===== config.mk =====
export PLATFORM = sky130hd
export DESIGN_NAME = readout_packet_deframer_core
export DESIGN_NICKNAME = d
export VERILOG_FILES = /design/src/rtl/rpd_pkg.sv /design/src/rtl/rpd_front.sv /design/src/rtl/rpd_cmd_queue.sv /design/src/rtl/rpd_back.sv /design/src/rtl/readout_packet_deframer_core.sv
export SDC_FILE = /design/constraint.sdc
export NUM_CORES = 1
export LEC_CHECK = 0
export BUFFER_PORTS_ARGS = -buffer_cell sky130_fd_sc_hd__buf_2
export CAP_MARGIN = 20
export CORE_MARGIN = 2
export CORE_UTILIZATION = 50
export CTS_CLUSTER_DIAMETER = 150
export DETAILED_ROUTE_END_ITERATION = 8
export PLACE_DENSITY_LB_ADDON = 0.08
export REMOVE_ABC_BUFFERS = 1
export SYNTH_ARGS = -nofsm -noshare
export SYNTH_HDL_FRONTEND = slang
export SYNTH_HIERARCHICAL = 1
export SYNTH_SLANG_ARGS = --single-unit

===== constraint.sdc =====
create_clock -name clk -period 25.5 [get_ports clk]
set_input_delay 2.55 -clock clk [delete_from_list [all_inputs] [get_ports clk]]
set_output_delay 2.55 -clock clk [all_outputs]
set_load 0.1 [all_outputs]

===== src/rtl/rpd_pkg.sv =====
package rpd_pkg;

	// Default depth of the command queue between front and back.
	localparam int CMD_DEPTH_DEF = 2;

	// Result kinds.
	localparam logic [1:0] KIND_HIT     = 2'd0;
	localparam logic [1:0] KIND_SUMMARY = 2'd1;
	localparam logic [1:0] KIND_ERROR   = 2'd2;

	// Error codes.
	localparam logic [2:0] ERR_TRUNC      = 3'd0;
	localparam logic [2:0] ERR_HDR_FLAG   = 3'd1;
	localparam logic [2:0] ERR_TRL_FLAG   = 3'd2;
	localparam logic [2:0] ERR_L1_LOW     = 3'd3;
	localparam logic [2:0] ERR_SEQ_FLAG1  = 3'd4;
	localparam logic [2:0] ERR_SEQ_FLAG2  = 3'd5;

	// Flag values in the packet words.
	localparam logic [2:0] HDR_FLAG  = 3'd6;
	localparam logic [2:0] TRL_FLAG  = 3'd7;
	localparam logic [3:0] SEQ_FLAG1 = 4'd4;
	localparam logic [3:0] SEQ_FLAG2 = 4'd0;

	// Parser phase of the front part.
	typedef enum logic [2:0] {
		PH_HEADER,
		PH_HITS,
		PH_TRAIL1,
		PH_TRAIL2,
		PH_DROP
	} phase_t;

	// Commands handed from front to back.
	typedef enum logic [2:0] {
		CMD_HEADER,
		CMD_HIT,
		CMD_TRAIL1,
		CMD_SUMMARY,
		CMD_ERROR
	} cmd_op_t;

	typedef struct packed {
		logic [63:0] beat;
		logic        block_last;
	} item_t;

	typedef struct packed {
		logic [1:0]  kind;
		logic [2:0]  chip_id;
		logic [2:0]  code_bits;
		logic [53:0] wide_value;
		logic [31:0] l1_count;
		logic [15:0] time_stamp;
		logic [7:0]  hits_in_packet;
		logic [23:0] l1_frame_number;
		logic [4:0]  board_id;
		logic [5:0]  channel_id;
		logic [17:0] last_count_word;
		logic [4:0]  seq_board_id;
	} result_t;

	typedef struct packed {
		cmd_op_t     op;
		logic [2:0]  err;
		logic [63:0] beat;
	} cmd_t;

endpackage


===== src/rtl/rpd_front.sv =====
module rpd_front
	import rpd_pkg::*;
(
	input  logic  clk,
	input  logic  arst_n,
	input  item_t item,
	input  logic  push,
	input  logic  cmd_full,
	output logic  cmd_push,
	output cmd_t  cmd
);

	phase_t      phase_q, phase_d;
	logic [7:0]  hits_left_q, hits_left_d;
	logic [2:0]  l1_low_q, l1_low_d;
	logic        cmd_valid;
	logic        accept;
	logic [31:0] wa, wb;

	assign wa     = item.beat[31:0];
	assign wb     = item.beat[63:32];
	assign accept = push && !cmd_full;

	// Phase register and the few values the checks need.
	always_ff @(posedge clk or negedge arst_n) begin
		if (!arst_n) begin
			phase_q     <= PH_HEADER;
			hits_left_q <= '0;
			l1_low_q    <= '0;
		end else if (accept) begin
			phase_q     <= phase_d;
			hits_left_q <= hits_left_d;
			l1_low_q    <= l1_low_d;
		end
	end

	// Classify the beat by phase, run its checks and pick the command.
	always_comb begin
		phase_d     = phase_q;
		hits_left_d = hits_left_q;
		l1_low_d    = l1_low_q;
		cmd_valid   = 1'b0;
		cmd.op      = CMD_HEADER;
		cmd.err     = ERR_TRUNC;
		cmd.beat    = item.beat;
		unique case (phase_q)
			PH_HEADER: begin
				cmd_valid = 1'b1;
				if (wa[31:29] != HDR_FLAG) begin
					cmd.op  = CMD_ERROR;
					cmd.err = ERR_HDR_FLAG;
					phase_d = PH_DROP;
				end else begin
					cmd.op      = CMD_HEADER;
					l1_low_d    = wb[26:24];
					hits_left_d = wb[23:16];
					phase_d     = (wb[23:16] != 8'd0) ? PH_HITS : PH_TRAIL1;
				end
			end
			PH_HITS: begin
				cmd_valid   = 1'b1;
				cmd.op      = CMD_HIT;
				hits_left_d = hits_left_q - 8'd1;
				if (hits_left_q == 8'd1) begin
					phase_d = PH_TRAIL1;
				end
			end
			PH_TRAIL1: begin
				cmd_valid = 1'b1;
				if (wa[31:29] != TRL_FLAG) begin
					cmd.op  = CMD_ERROR;
					cmd.err = ERR_TRL_FLAG;
					phase_d = PH_DROP;
				end else if (wb[26:24] != l1_low_q) begin
					cmd.op  = CMD_ERROR;
					cmd.err = ERR_L1_LOW;
					phase_d = PH_DROP;
				end else begin
					cmd.op  = CMD_TRAIL1;
					phase_d = PH_TRAIL2;
				end
			end
			PH_TRAIL2: begin
				cmd_valid = 1'b1;
				if (wa[31:28] != SEQ_FLAG1) begin
					cmd.op  = CMD_ERROR;
					cmd.err = ERR_SEQ_FLAG1;
					phase_d = PH_DROP;
				end else if (wb[31:28] != SEQ_FLAG2) begin
					cmd.op  = CMD_ERROR;
					cmd.err = ERR_SEQ_FLAG2;
					phase_d = PH_DROP;
				end else begin
					cmd.op  = CMD_SUMMARY;
					phase_d = PH_HEADER;
				end
			end
			default: begin
				// Drop phase and unused codes: beats are discarded.
			end
		endcase

		// Block end closes any packet; an unfinished one becomes a truncation error.
		if (item.block_last) begin
			if (phase_d == PH_HITS || phase_d == PH_TRAIL1 || phase_d == PH_TRAIL2) begin
				cmd_valid = 1'b1;
				cmd.op    = CMD_ERROR;
				cmd.err   = ERR_TRUNC;
			end
			phase_d     = PH_HEADER;
			hits_left_d = '0;
		end
	end

	assign cmd_push = accept && cmd_valid;

endmodule


===== src/rtl/rpd_cmd_queue.sv =====
module rpd_cmd_queue
	import rpd_pkg::*;
#(
	parameter int DEPTH = CMD_DEPTH_DEF
) (
	input  logic clk,
	input  logic arst_n,
	input  logic wr_en,
	input  cmd_t wr_cmd,
	output logic q_full,
	input  logic rd_en,
	output cmd_t rd_cmd,
	output logic q_empty
);

	localparam int PW = (DEPTH > 1) ? $clog2(DEPTH) : 1;
	localparam int CW = $clog2(DEPTH + 1);

	cmd_t          store_q [DEPTH];
	logic [PW-1:0] wr_ptr_q, rd_ptr_q;
	logic [CW-1:0] count_q;
	logic          do_wr, do_rd;

	assign q_full  = (count_q == CW'(DEPTH));
	assign q_empty = (count_q == '0);
	assign do_wr   = wr_en && !q_full;
	assign do_rd   = rd_en && !q_empty;
	assign rd_cmd  = store_q[rd_ptr_q];

	// Entry storage.
	always_ff @(posedge clk) begin
		if (do_wr) begin
			store_q[wr_ptr_q] <= wr_cmd;
		end
	end

	// Pointers and fill count.
	always_ff @(posedge clk or negedge arst_n) begin
		if (!arst_n) begin
			wr_ptr_q <= '0;
			rd_ptr_q <= '0;
			count_q  <= '0;
		end else begin
			if (do_wr) begin
				wr_ptr_q <= (wr_ptr_q == PW'(DEPTH - 1)) ? '0 : wr_ptr_q + PW'(1);
			end
			if (do_rd) begin
				rd_ptr_q <= (rd_ptr_q == PW'(DEPTH - 1)) ? '0 : rd_ptr_q + PW'(1);
			end
			if (do_wr && !do_rd) begin
				count_q <= count_q + CW'(1);
			end else if (do_rd && !do_wr) begin
				count_q <= count_q - CW'(1);
			end
		end
	end

endmodule


===== src/rtl/rpd_back.sv =====
module rpd_back
	import rpd_pkg::*;
(
	input  logic    clk,
	input  logic    arst_n,
	input  cmd_t    cmd,
	input  logic    cmd_empty,
	output logic    cmd_pop,
	input  logic    pop,
	output logic    empty,
	output result_t result
);

	logic        out_valid_q;
	result_t     res_q, res_d;
	logic        has_result;
	logic        out_free;
	logic [31:0] wa, wb;

	logic [2:0]  held_status_q;
	logic [31:0] held_l1_count_q;
	logic [7:0]  held_nhits_q;
	logic [15:0] held_timestamp_q;
	logic [23:0] held_frame_number_q;
	logic [4:0]  held_board_id_q;
	logic [2:0]  held_trailer_chip_q;
	logic [5:0]  held_channel_q;
	logic [17:0] held_last_count_q;

	assign wa = cmd.beat[31:0];
	assign wb = cmd.beat[63:32];

	assign has_result = (cmd.op == CMD_HIT) || (cmd.op == CMD_SUMMARY) || (cmd.op == CMD_ERROR);
	assign out_free   = !out_valid_q || pop;
	assign cmd_pop    = !cmd_empty && (!has_result || out_free);

	// Header and trailer fields held for the packet's later results.
	always_ff @(posedge clk) begin
		if (cmd_pop && cmd.op == CMD_HEADER) begin
			held_status_q    <= wa[28:26];
			held_l1_count_q  <= {wa[25:0], wb[29:24]};
			held_nhits_q     <= wb[23:16];
			held_timestamp_q <= wb[15:0];
		end
		if (cmd_pop && cmd.op == CMD_TRAIL1) begin
			held_frame_number_q <= wa[28:5];
			held_board_id_q     <= wa[4:0];
			held_trailer_chip_q <= wb[29:27];
			held_channel_q      <= wb[23:18];
			held_last_count_q   <= wb[17:0];
		end
	end

	// Result assembly.
	always_comb begin
		res_d = '0;
		unique case (cmd.op)
			CMD_HIT: begin
				res_d.kind           = KIND_HIT;
				res_d.chip_id        = wa[29:27];
				res_d.code_bits      = wa[26:24];
				res_d.wide_value     = {wa[23:0], wb[29:0]};
				res_d.l1_count       = held_l1_count_q;
				res_d.time_stamp     = held_timestamp_q;
				res_d.hits_in_packet = held_nhits_q;
			end
			CMD_SUMMARY: begin
				res_d.kind            = KIND_SUMMARY;
				res_d.chip_id         = held_trailer_chip_q;
				res_d.code_bits       = held_status_q;
				res_d.wide_value      = {6'd0, wa[19:0], wb[27:0]};
				res_d.l1_count        = held_l1_count_q;
				res_d.time_stamp      = held_timestamp_q;
				res_d.hits_in_packet  = held_nhits_q;
				res_d.l1_frame_number = held_frame_number_q;
				res_d.board_id        = held_board_id_q;
				res_d.channel_id      = held_channel_q;
				res_d.last_count_word = held_last_count_q;
				res_d.seq_board_id    = wa[24:20];
			end
			CMD_ERROR: begin
				res_d.kind      = KIND_ERROR;
				res_d.code_bits = cmd.err;
			end
			default: begin
				res_d = '0;
			end
		endcase
	end

	// Output register: loads when free or being drained in the same cycle.
	always_ff @(posedge clk or negedge arst_n) begin
		if (!arst_n) begin
			out_valid_q <= 1'b0;
		end else if (cmd_pop && has_result) begin
			out_valid_q <= 1'b1;
		end else if (pop) begin
			out_valid_q <= 1'b0;
		end
	end

	always_ff @(posedge clk) begin
		if (cmd_pop && has_result) begin
			res_q <= res_d;
		end
	end

	assign empty  = !out_valid_q;
	assign result = res_q;

endmodule


===== src/rtl/readout_packet_deframer_core.sv =====
// Splits a readout data block, given as 64-bit beats, into packets of one header beat, the
// announced number of hit beats and two trailer beats. Each hit beat yields a hit result at
// once; a good packet ends with one summary result, and a failed check or a block that ends
// inside a packet yields one numbered error, after which beats are dropped until block end.
// Header and first trailer beats yield no result. One beat is accepted every cycle as long as
// results are taken. The front parser is combinational, so a beat's command enters the
// command queue at its transfer edge; once it is at the queue head and the result register
// is free or drained, it moves into that register, which drives the result ports. The front
// part stalls only when the command queue (CMD_DEPTH entries) is full, and the back part
// stalls only when its result register is held.
module readout_packet_deframer_core
	import rpd_pkg::*;
#(
	parameter int CMD_DEPTH = CMD_DEPTH_DEF
) (
	input  logic    clk,
	input  logic    arst_n,
	input  item_t   item,
	input  logic    push,
	output logic    full,
	output result_t result,
	output logic    empty,
	input  logic    pop
);

	logic cmd_push, cmd_full, cmd_pop, cmd_empty;
	cmd_t cmd_in, cmd_out;

	// Front part: parse and check beats.
	rpd_front u_front (
		.clk      (clk),
		.arst_n   (arst_n),
		.item     (item),
		.push     (push),
		.cmd_full (cmd_full),
		.cmd_push (cmd_push),
		.cmd      (cmd_in)
	);

	// Queue between front and back.
	rpd_cmd_queue #(
		.DEPTH (CMD_DEPTH)
	) u_queue (
		.clk     (clk),
		.arst_n  (arst_n),
		.wr_en   (cmd_push),
		.wr_cmd  (cmd_in),
		.q_full  (cmd_full),
		.rd_en   (cmd_pop),
		.rd_cmd  (cmd_out),
		.q_empty (cmd_empty)
	);

	// Back part: hold packet fields and build results.
	rpd_back u_back (
		.clk       (clk),
		.arst_n    (arst_n),
		.cmd       (cmd_out),
		.cmd_empty (cmd_empty),
		.cmd_pop   (cmd_pop),
		.pop       (pop),
		.empty     (empty),
		.result    (result)
	);

	assign full = cmd_full;

`ifndef SYNTHESIS
	// The front part never issues a command into a full queue.
	a_no_push_when_full: assert property (@(posedge clk) disable iff (!arst_n)
		cmd_push |-> !cmd_full)
		else $error("command issued into full queue");

	// An error result carries nothing but its code.
	a_error_clean: assert property (@(posedge clk) disable iff (!arst_n)
		(!empty && result.kind == KIND_ERROR) |->
			(result.wide_value == '0 && result.l1_count == '0 && result.chip_id == '0))
		else $error("error result carries packet fields");

	// A waiting result has a defined kind.
	a_kind_known: assert property (@(posedge clk) disable iff (!arst_n)
		!empty |-> (result.kind == KIND_HIT || result.kind == KIND_SUMMARY ||
			result.kind == KIND_ERROR))
		else $error("result with undefined kind");
`endif

endmodule


== After elaboration in Yosys (flattened, before gate mapping) ==
Memories as Yosys holds them, arrays and structs flattened.
Cells that the tools add are included.

* Flip-flop bits (word level): 310
* RAM bits: 140
* Bits of input ports: 69
* Output and inout port bits: 178
* Word-level logic and storage cells: 124
* Memories: 1

* $add $sub $neg: 5
* Eq/ne operators: 17
* Multiplexer cells: 39
* Bitwise operators: 1
* Reduce and logical (&&, ||, !) cells: 33

{| class="wikitable"
|+ Memories
! name !! depth !! bits a word !! read ports !! clocked after Yosys merged registers in !! wr ports !! RTL line !! source
|-
| u_queue.store_q || 2 || 70 || 1 || 0 || 1 || rpd_cmd_queue.sv:19 || <nowiki>cmd_t store_q [DEPTH];</nowiki>
|}

{| class="wikitable"
|+ Operators by type and width
! kind !! number
|-
| $pmux W110 S2 || 1
|-
| $mux W3 || 11
|-
| $mux W6 || 4
|-
| $pmux W3 S4 || 2
|-
| $eq A3 B2 Y1 const B || 6
|-
| $pmux W3 S3 || 2
|-
| $mux W8 || 2
|-
| $pmux W8 S2 || 1
|-
| $logic_and A1 B1 Y1 || 10
|-
| $mux W1 || 10
|-
| $eq A3 B1 Y1 const B || 3
|-
| $ne A3 B3 Y1 const B || 3
|-
| $eq A8 B1 Y1 const B || 1
|-
| $mux W2 || 4
|-
| $reduce_bool A8 Y1 || 1
|-
| $sub A8 B1 Y8 const B || 1
|-
| $logic_not A1 Y1 || 6
|-
| $logic_not A3 Y1 || 2
|-
| $logic_or A1 B1 Y1 || 6
|-
| $pmux W3 S2 || 1
|-
| $reduce_and A3 Y1 || 2
|-
| $ne A4 B3 Y1 const B || 1
|-
| $pmux W2 S2 || 1
|-
| $reduce_bool A2 Y1 || 2
|-
| other kinds (11) || 12
|}

== Depth between registers and ports, before layout ==
Gate-level depths: netlist (run 1).

* Depth in word-level cells: 15
* Mapped depth: 12
* Depth with buffers taken out: 10

== By module ==
The synthesis (run 1) kept the hierarchy.

{| class="wikitable"
|+ By module, submodules not included
! module !! instances !! cells an instance !! area an instance (sq um) !! seq. area each (sq um)
|-
| rpd_back || 1 || 538 || 10332.4 || 8763.4
|-
| rpd_cmd_queue || 1 || 237 || 5599.1 || 4304.1
|-
| rpd_front || 1 || 202 || 1585.3 || 350.3
|}

== Worst setup path after synthesis (run 1) ==
No wires, ideal clock.

* Kind: input-to-reg
* From: input pop
* To: register u_back.res_q, in the netlist u_back/result[0], enable pin
* Setup time: 927 ps
* Arrival time: 14612 ps
* Data required time: 24573 ps
* Slack: 9960 ps
* Stages on the path: 2
* Buffers on the path: 0
* Cells stage by stage: nor2_1 nor3_1

* Word-level cells in the longest chain between the ends: 4

{| class="wikitable"
|+ RTL lines
! item !! RTL line !! source
|-
| from (decl) || readout_packet_deframer_core.sv:23 || <nowiki>input logic pop</nowiki>
|-
| $logic_or A1 B1 Y1 || rpd_back.sv:34 || <nowiki>assign out_free = !out_valid_q || pop;</nowiki>
|-
| $logic_or A1 B1 Y1 || rpd_back.sv:35 || <nowiki>assign cmd_pop = !cmd_empty && (!has_result || out_free);</nowiki>
|-
| $logic_and A1 B1 Y1 || rpd_back.sv:35 ||
|-
| $logic_and A1 B1 Y1 || rpd_back.sv:103 || <nowiki>if (cmd_pop && has_result) begin</nowiki>
|-
| to (signal assigned) || rpd_back.sv:104 || <nowiki>res_q <= res_d;</nowiki>
|-
| to (decl) || rpd_back.sv:15 || <nowiki>result_t res_q, res_d;</nowiki>
|}

No other way between the ends.
A chain may end at the register's enable or synchronous reset.

==> results of run 1 <==
placed cells by master (no fill, tap or decap), types with 3 or more instances in the layout:
master / count
edfxtp_1: 423
buf_2: 246
and2_1: 139
mux2_4: 65
clkbuf_16: 47
nor2_1: 42
mux2i_1: 23
dfrtp_1: 18
nand2_1: 12
buf_4: 11
o21ai_0: 10
bufinv_16: 9
clkinv_1: 9
nand2b_1: 9
a21oi_1: 9
o21ai_1: 9
nor3b_1: 8
inv_1: 8
nor3_1: 8
clkinv_2: 7
xnor2_1: 6
and3_1: 5
nor4_1: 5
nand3_1: 5
a31oi_1: 4
mux2_2: 4
diode_2: 3
inv_6: 3
clkinv_4: 3
clkbuf_1: 3
a211o_1: 3
o22ai_1: 3
or3_1: 3
a211oi_1: 3
ha_1: 3
metal layers:
layer | GRT usage | part of all wire | vias to the layer above
li1 | - | - | 3912
met3 | 0.0360 | 0.057 | 43
met4 | 0.0495 | 0.020 | 2
met1 | 0.249 | 0.44 | 3933
met2 | 0.282 | 0.48 | 240
met5 | 0 | 0.00041 | -
sequential cells by signal, summed over array words and instances (netlist names):
name,cells
u_front/phase_q,3
u_queue/wr_ptr_q,1
u_queue/count_q,2
u_back/held_l1_count_q,32
u_back/held_channel_q,6
u_front/l1_low_q,3
u_front/hits_left_q,8
u_back/held_last_count_q,18
u_back/held_frame_number_q,24
u_back/held_board_id_q,5
u_back/held_timestamp_q,16
u_queue/store_q,132
u_back/out_valid_q,1
u_back/held_trailer_chip_q,3
u_queue/rd_ptr_q,1
u_back/held_nhits_q,8
u_back/result,176
u_back/held_status_q,3
area by class of cell:
type / instances / share of cell area
well taps: 448 / 0.0282
flip-flops and latches: 442 / 0.662
multi-input cells: 411 / 0.161
clock inverters: 33 / 0.0204
inverters: 8 / 0.00151
repair buffers: 257 / 0.0660
diodes: 3 / 0.000377
clock buffers: 50 / 0.0597
path summary, 6_finish.rpt:
path                                                    start                               to  slack, ns  cells past startpoint
setup / recovery                 u_queue/rd_ptr_q$_DFFE_PN0P_  u_back/result[38]$_SDFFCE_PP0P_      20.93                      7
max in group asynchronous                              arst_n     u_queue/rd_ptr_q$_DFFE_PN0P_      23.17                      1
setup reg to reg                 u_queue/rd_ptr_q$_DFFE_PN0P_  u_back/result[38]$_SDFFCE_PP0P_      20.93                      7
min in group asynchronous                              arst_n  u_front/l1_low_q[1]$_DFFE_PN0P_       1.97                      1
hold / removal             u_back/held_channel_q[2]$_DFFE_PP_  u_back/result[25]$_SDFFCE_PP0P_       0.50                      1
hold reg to reg            u_back/held_channel_q[2]$_DFFE_PP_  u_back/result[25]$_SDFFCE_PP0P_       0.50                      1
stage by stage:
stage          instance area (um^2)  hold WS (ns)  instances  worst slack, ns
5_1_grt                       19900         0.526       1651            20.60
4_1_cts                       19900         0.508       1649            20.83
3_5_place_dp                  18300         0.502       1566            20.81
3_3_place_gp                  18300         0.500       1566            20.85
6_report                      19900         0.500       1652            20.93
2_1_floorplan                 16400         0.461        861             9.15
==> impl_metrics.env, run 1 <==
export IMPL_clk_path_buf_depth=3
export IMPL_cp_arrival_ns=4.73
export IMPL_grt_max_degree=87
export IMPL_grt_total_usage=0.176
export IMPL_ctsResizeCount=0
export IMPL_fp_dieW_um=189
export IMPL_fmax_mhz=219
export IMPL_htreeDepth=2
export IMPL_period_share=0.179
export IMPL_drt_total_wl_um=31500
export IMPL_finalSetupTns_ns=0
export IMPL_fp_dieH_um=189
export IMPL_cts_root_buf="clkbuf_16"
export IMPL_cts_buffers_inserted=45
export IMPL_slowest_stage="dfrtp_4"
export IMPL_initial_utilization=0.510
export IMPL_antenna_found_initial=4
export IMPL_layout_nets=1237
export IMPL_cts_sinks=442
export IMPL_crit_path_start_kind="flop"
export IMPL_drt_first_pass_iters=5
export IMPL_avgViaCountPerCell=4.92
export IMPL_gp_congestion=0.778
export IMPL_cts_tree="built"
export IMPL_fin_crit_ns=4.57
export IMPL_outcome="finished, final reports clean"
export IMPL_yosys_warnings=6
export IMPL_row_count=67
export IMPL_cts_hold_buf=0
export IMPL_rsz0062_at_grt="no"
export IMPL_seq_area_um2=13200
export IMPL_final_max_slew_viol_count=0
export IMPL_drt_iter0_markers=535
export IMPL_post_cts_setup_buffers=0
export IMPL_grt_pass1_wl_um=47700
export IMPL_cts_clk_slew_worst_paths_ns=0.06
export IMPL_clock_skew_ns=0.0181
export IMPL_setup_viol=0
export IMPL_path_delay_family="buffers and inverters"
export IMPL_hold_class="flop to flop"
export IMPL_endpoint_kind="flop"
export IMPL_path_common_cell="buf_4"
export IMPL_path_cells="buf_4 > mux2_4 > nor2_1 > a21oi_1 > nor3_2 > buf_4 > buf_4"
export IMPL_netlist_instances=961
export IMPL_n_fill_cell=2639
export IMPL_vias=8130
export IMPL_grt_pass1_vias=8263
export IMPL_dp_hpwl_um=19400
export IMPL_cp_slowest_stage_delay_ns=0.82
export IMPL_clock_latency_ns=0.54
export IMPL_multi_input_area_um2=3210
export IMPL_core_area_um2=33700
export IMPL_crit_buf_inv=3
export IMPL_hold_viol_final=0
export IMPL_syn_area_per_cell_um2=17.9
export IMPL_areaGrowthSynthToFinish_pct=15.8
export IMPL_pin_count=247
export IMPL_drv_cap=0
export IMPL_die_area_um2=35900
export IMPL_path_class="flop to flop"
export IMPL_synthesis_area_um2=17200
export IMPL_port_buffers=246
export IMPL_worstMarginPinSlew_ns=0.997
export IMPL_relSlewSlack=0.335
export IMPL_gr_total_overflow=0
export IMPL_cp_required_ns=25.66
export IMPL_crit_fanout=70
export IMPL_wire_per_inst_um=19.1
export IMPL_drc_errors=0
export IMPL_drive_above_1_share=0.341
export IMPL_ant_nets=0
export IMPL_utilization=0.590
Power of run 1 is left out: the tool's default activity adds up to more than one toggle a clock period on the data nets, which glitch-free logic cannot reach.
==> inputs of run 2 (changes only) <==
==> constraint.sdc (replaced) <==
create_clock -name clk -period 4.2 [get_ports clk]
set_input_delay 0.42 -clock clk [delete_from_list [all_inputs] [get_ports clk]]
set_output_delay 0.42 -clock clk [all_outputs]
set_load 0.1 [all_outputs]
==> impl_metrics.env, run 2 (synthesis results as in run 1) <==
export IMPL_grt_max_degree=117
export IMPL_multi_input_area_um2=3210
export IMPL_post_cts_setup_buffers=0
export IMPL_worstMarginPinSlew_ns=1.06
export IMPL_path_class="flop to flop"
export IMPL_outcome="finished, final reports clean"
export IMPL_dp_hpwl_um=19500
export IMPL_cts_sinks=442
export IMPL_rsz0062_at_grt="no"
export IMPL_ant_nets=0
export IMPL_hold_viol_final=0
export IMPL_fmax_mhz=325
export IMPL_utilization=0.587
export IMPL_clock_skew_ns=0.0133
export IMPL_drt_total_wl_um=31500
export IMPL_setup_viol=0
export IMPL_n_fill_cell=2640
export IMPL_drt_first_pass_iters=5
export IMPL_cp_arrival_ns=3.23
export IMPL_port_buffers=246
export IMPL_crit_path_start_kind="flop"
export IMPL_fp_dieH_um=189
export IMPL_largest_reg_flops=176
export IMPL_hold_class="primary input to flop"
export IMPL_grt_total_usage=0.176
export IMPL_final_max_slew_viol_count=0
export IMPL_ctsResizeCount=0
export IMPL_layout_nets=1238
export IMPL_vias=8171
export IMPL_cts_clk_slew_worst_paths_ns=0.06
export IMPL_clk_path_buf_depth=3
export IMPL_placed_area_um2=18300
export IMPL_wire_per_inst_um=19.1
export IMPL_relSlewSlack=0.294
export IMPL_clock_latency_ns=0.54
export IMPL_gp_congestion=0.812
export IMPL_cts_root_buf="clkbuf_16"
export IMPL_drive_above_1_share=0.332
export IMPL_finalSetupTns_ns=0
export IMPL_cts_hold_buf=1
export IMPL_die_area_um2=35900
export IMPL_grt_pass1_wl_um=47400
export IMPL_final_cell_mix="423 x edfxtp_1, 246 x buf_2, 139 x and2_1"
export IMPL_avgViaCountPerCell=4.95
export IMPL_grt_pass1_vias=8042
export IMPL_cts_tree="built"
export IMPL_pin_count=247
export IMPL_period_share=0.732
export IMPL_final_area_um2=19800
export IMPL_antenna_found_initial=4
export IMPL_drt_iter0_markers=574
export IMPL_htreeDepth=2
export IMPL_row_count=67
export IMPL_core_area_um2=33700
export IMPL_drv_cap=0
export IMPL_cts_buffers_inserted=45
export IMPL_fp_dieW_um=189
export IMPL_initial_utilization=0.510
export IMPL_drc_errors=0
export IMPL_cp_required_ns=4.36
export IMPL_areaGrowthSynthToFinish_pct=15.1
export IMPL_endpoint_kind="flop"
export IMPL_final_common_cell="edfxtp_1"
export IMPL_fin_crit_ns=3.07
export IMPL_gr_total_overflow=0
export IMPL_crit_fanout=60
export IMPL_seq_area_um2=13200
-- run 2: changes by cell type in the layout (fill, tap and decap cells not counted), moves of 3 or more --
cell       previous run  this run
bufinv_16             9         4
clkbuf_1              3        15
clkinv_2              7         4
clkinv_4              3         0
-- run 2: cell type report --
| class | count | area share |
|---|---|---|
| clock buffers | 64 | 0.0637 |
| diodes | 3 | 0.000380 |
| well taps | 448 | 0.0283 |
| inverters | 8 | 0.00152 |
| flip-flops and latches | 442 | 0.666 |
| repair buffers | 258 | 0.0682 |
| multi-input cells | 411 | 0.162 |
| clock inverters | 17 | 0.00930 |
-- run 2: worst paths after layout --
kind,from,to,slack [ns],cells after the start
max in group asynchronous,arst_n,u_queue/rd_ptr_q$_DFFE_PN0P_,3.45,2
min reg2reg,u_back/held_l1_count_q[6]$_DFFE_PP_,u_back/result[88]$_DFFE_PP_,0.51,1
max,u_queue/rd_ptr_q$_DFFE_PN0P_,u_back/result[138]$_DFFE_PP_,1.13,5
max reg2reg,u_queue/rd_ptr_q$_DFFE_PN0P_,u_back/result[138]$_DFFE_PP_,1.13,5
min,item[3],u_queue/store_q[0][2]$_DFFE_PP_,0.07,1
min in group asynchronous,arst_n,u_front/l1_low_q[2]$_DFFE_PN0P_,0.37,2
-- run 2: stage by stage --
step	hold slack, ns	setup slack (ns)	instances
global route	0.0515	0.875	1650
CTS	0.0431	1.05	1648
finish	0.0679	1.13	1651
detailed placement	0.399	1.07	1566
floorplan	0.124	-12.15	861
global placement	0.404	1.07	1566
-- run 2: critical path, stage by stage, from the launching register on --
cell	delay [ns]
dfrtp_4	0.67
mux2_4	0.54
nor2_1	0.35
a21oi_1	0.16
nor3_2	0.24
buf_4	0.69
-- run 2: per-layer routing --
layer	vias up	routed length, um	GRT usage
li1	3910	-	-
met1	3979	13900	0.248
met3	54	1670	0.0315
met2	226	15100	0.280
met4	2	761	0.0555
met5	-	13	0
Power of run 2 is left out for the same reason.
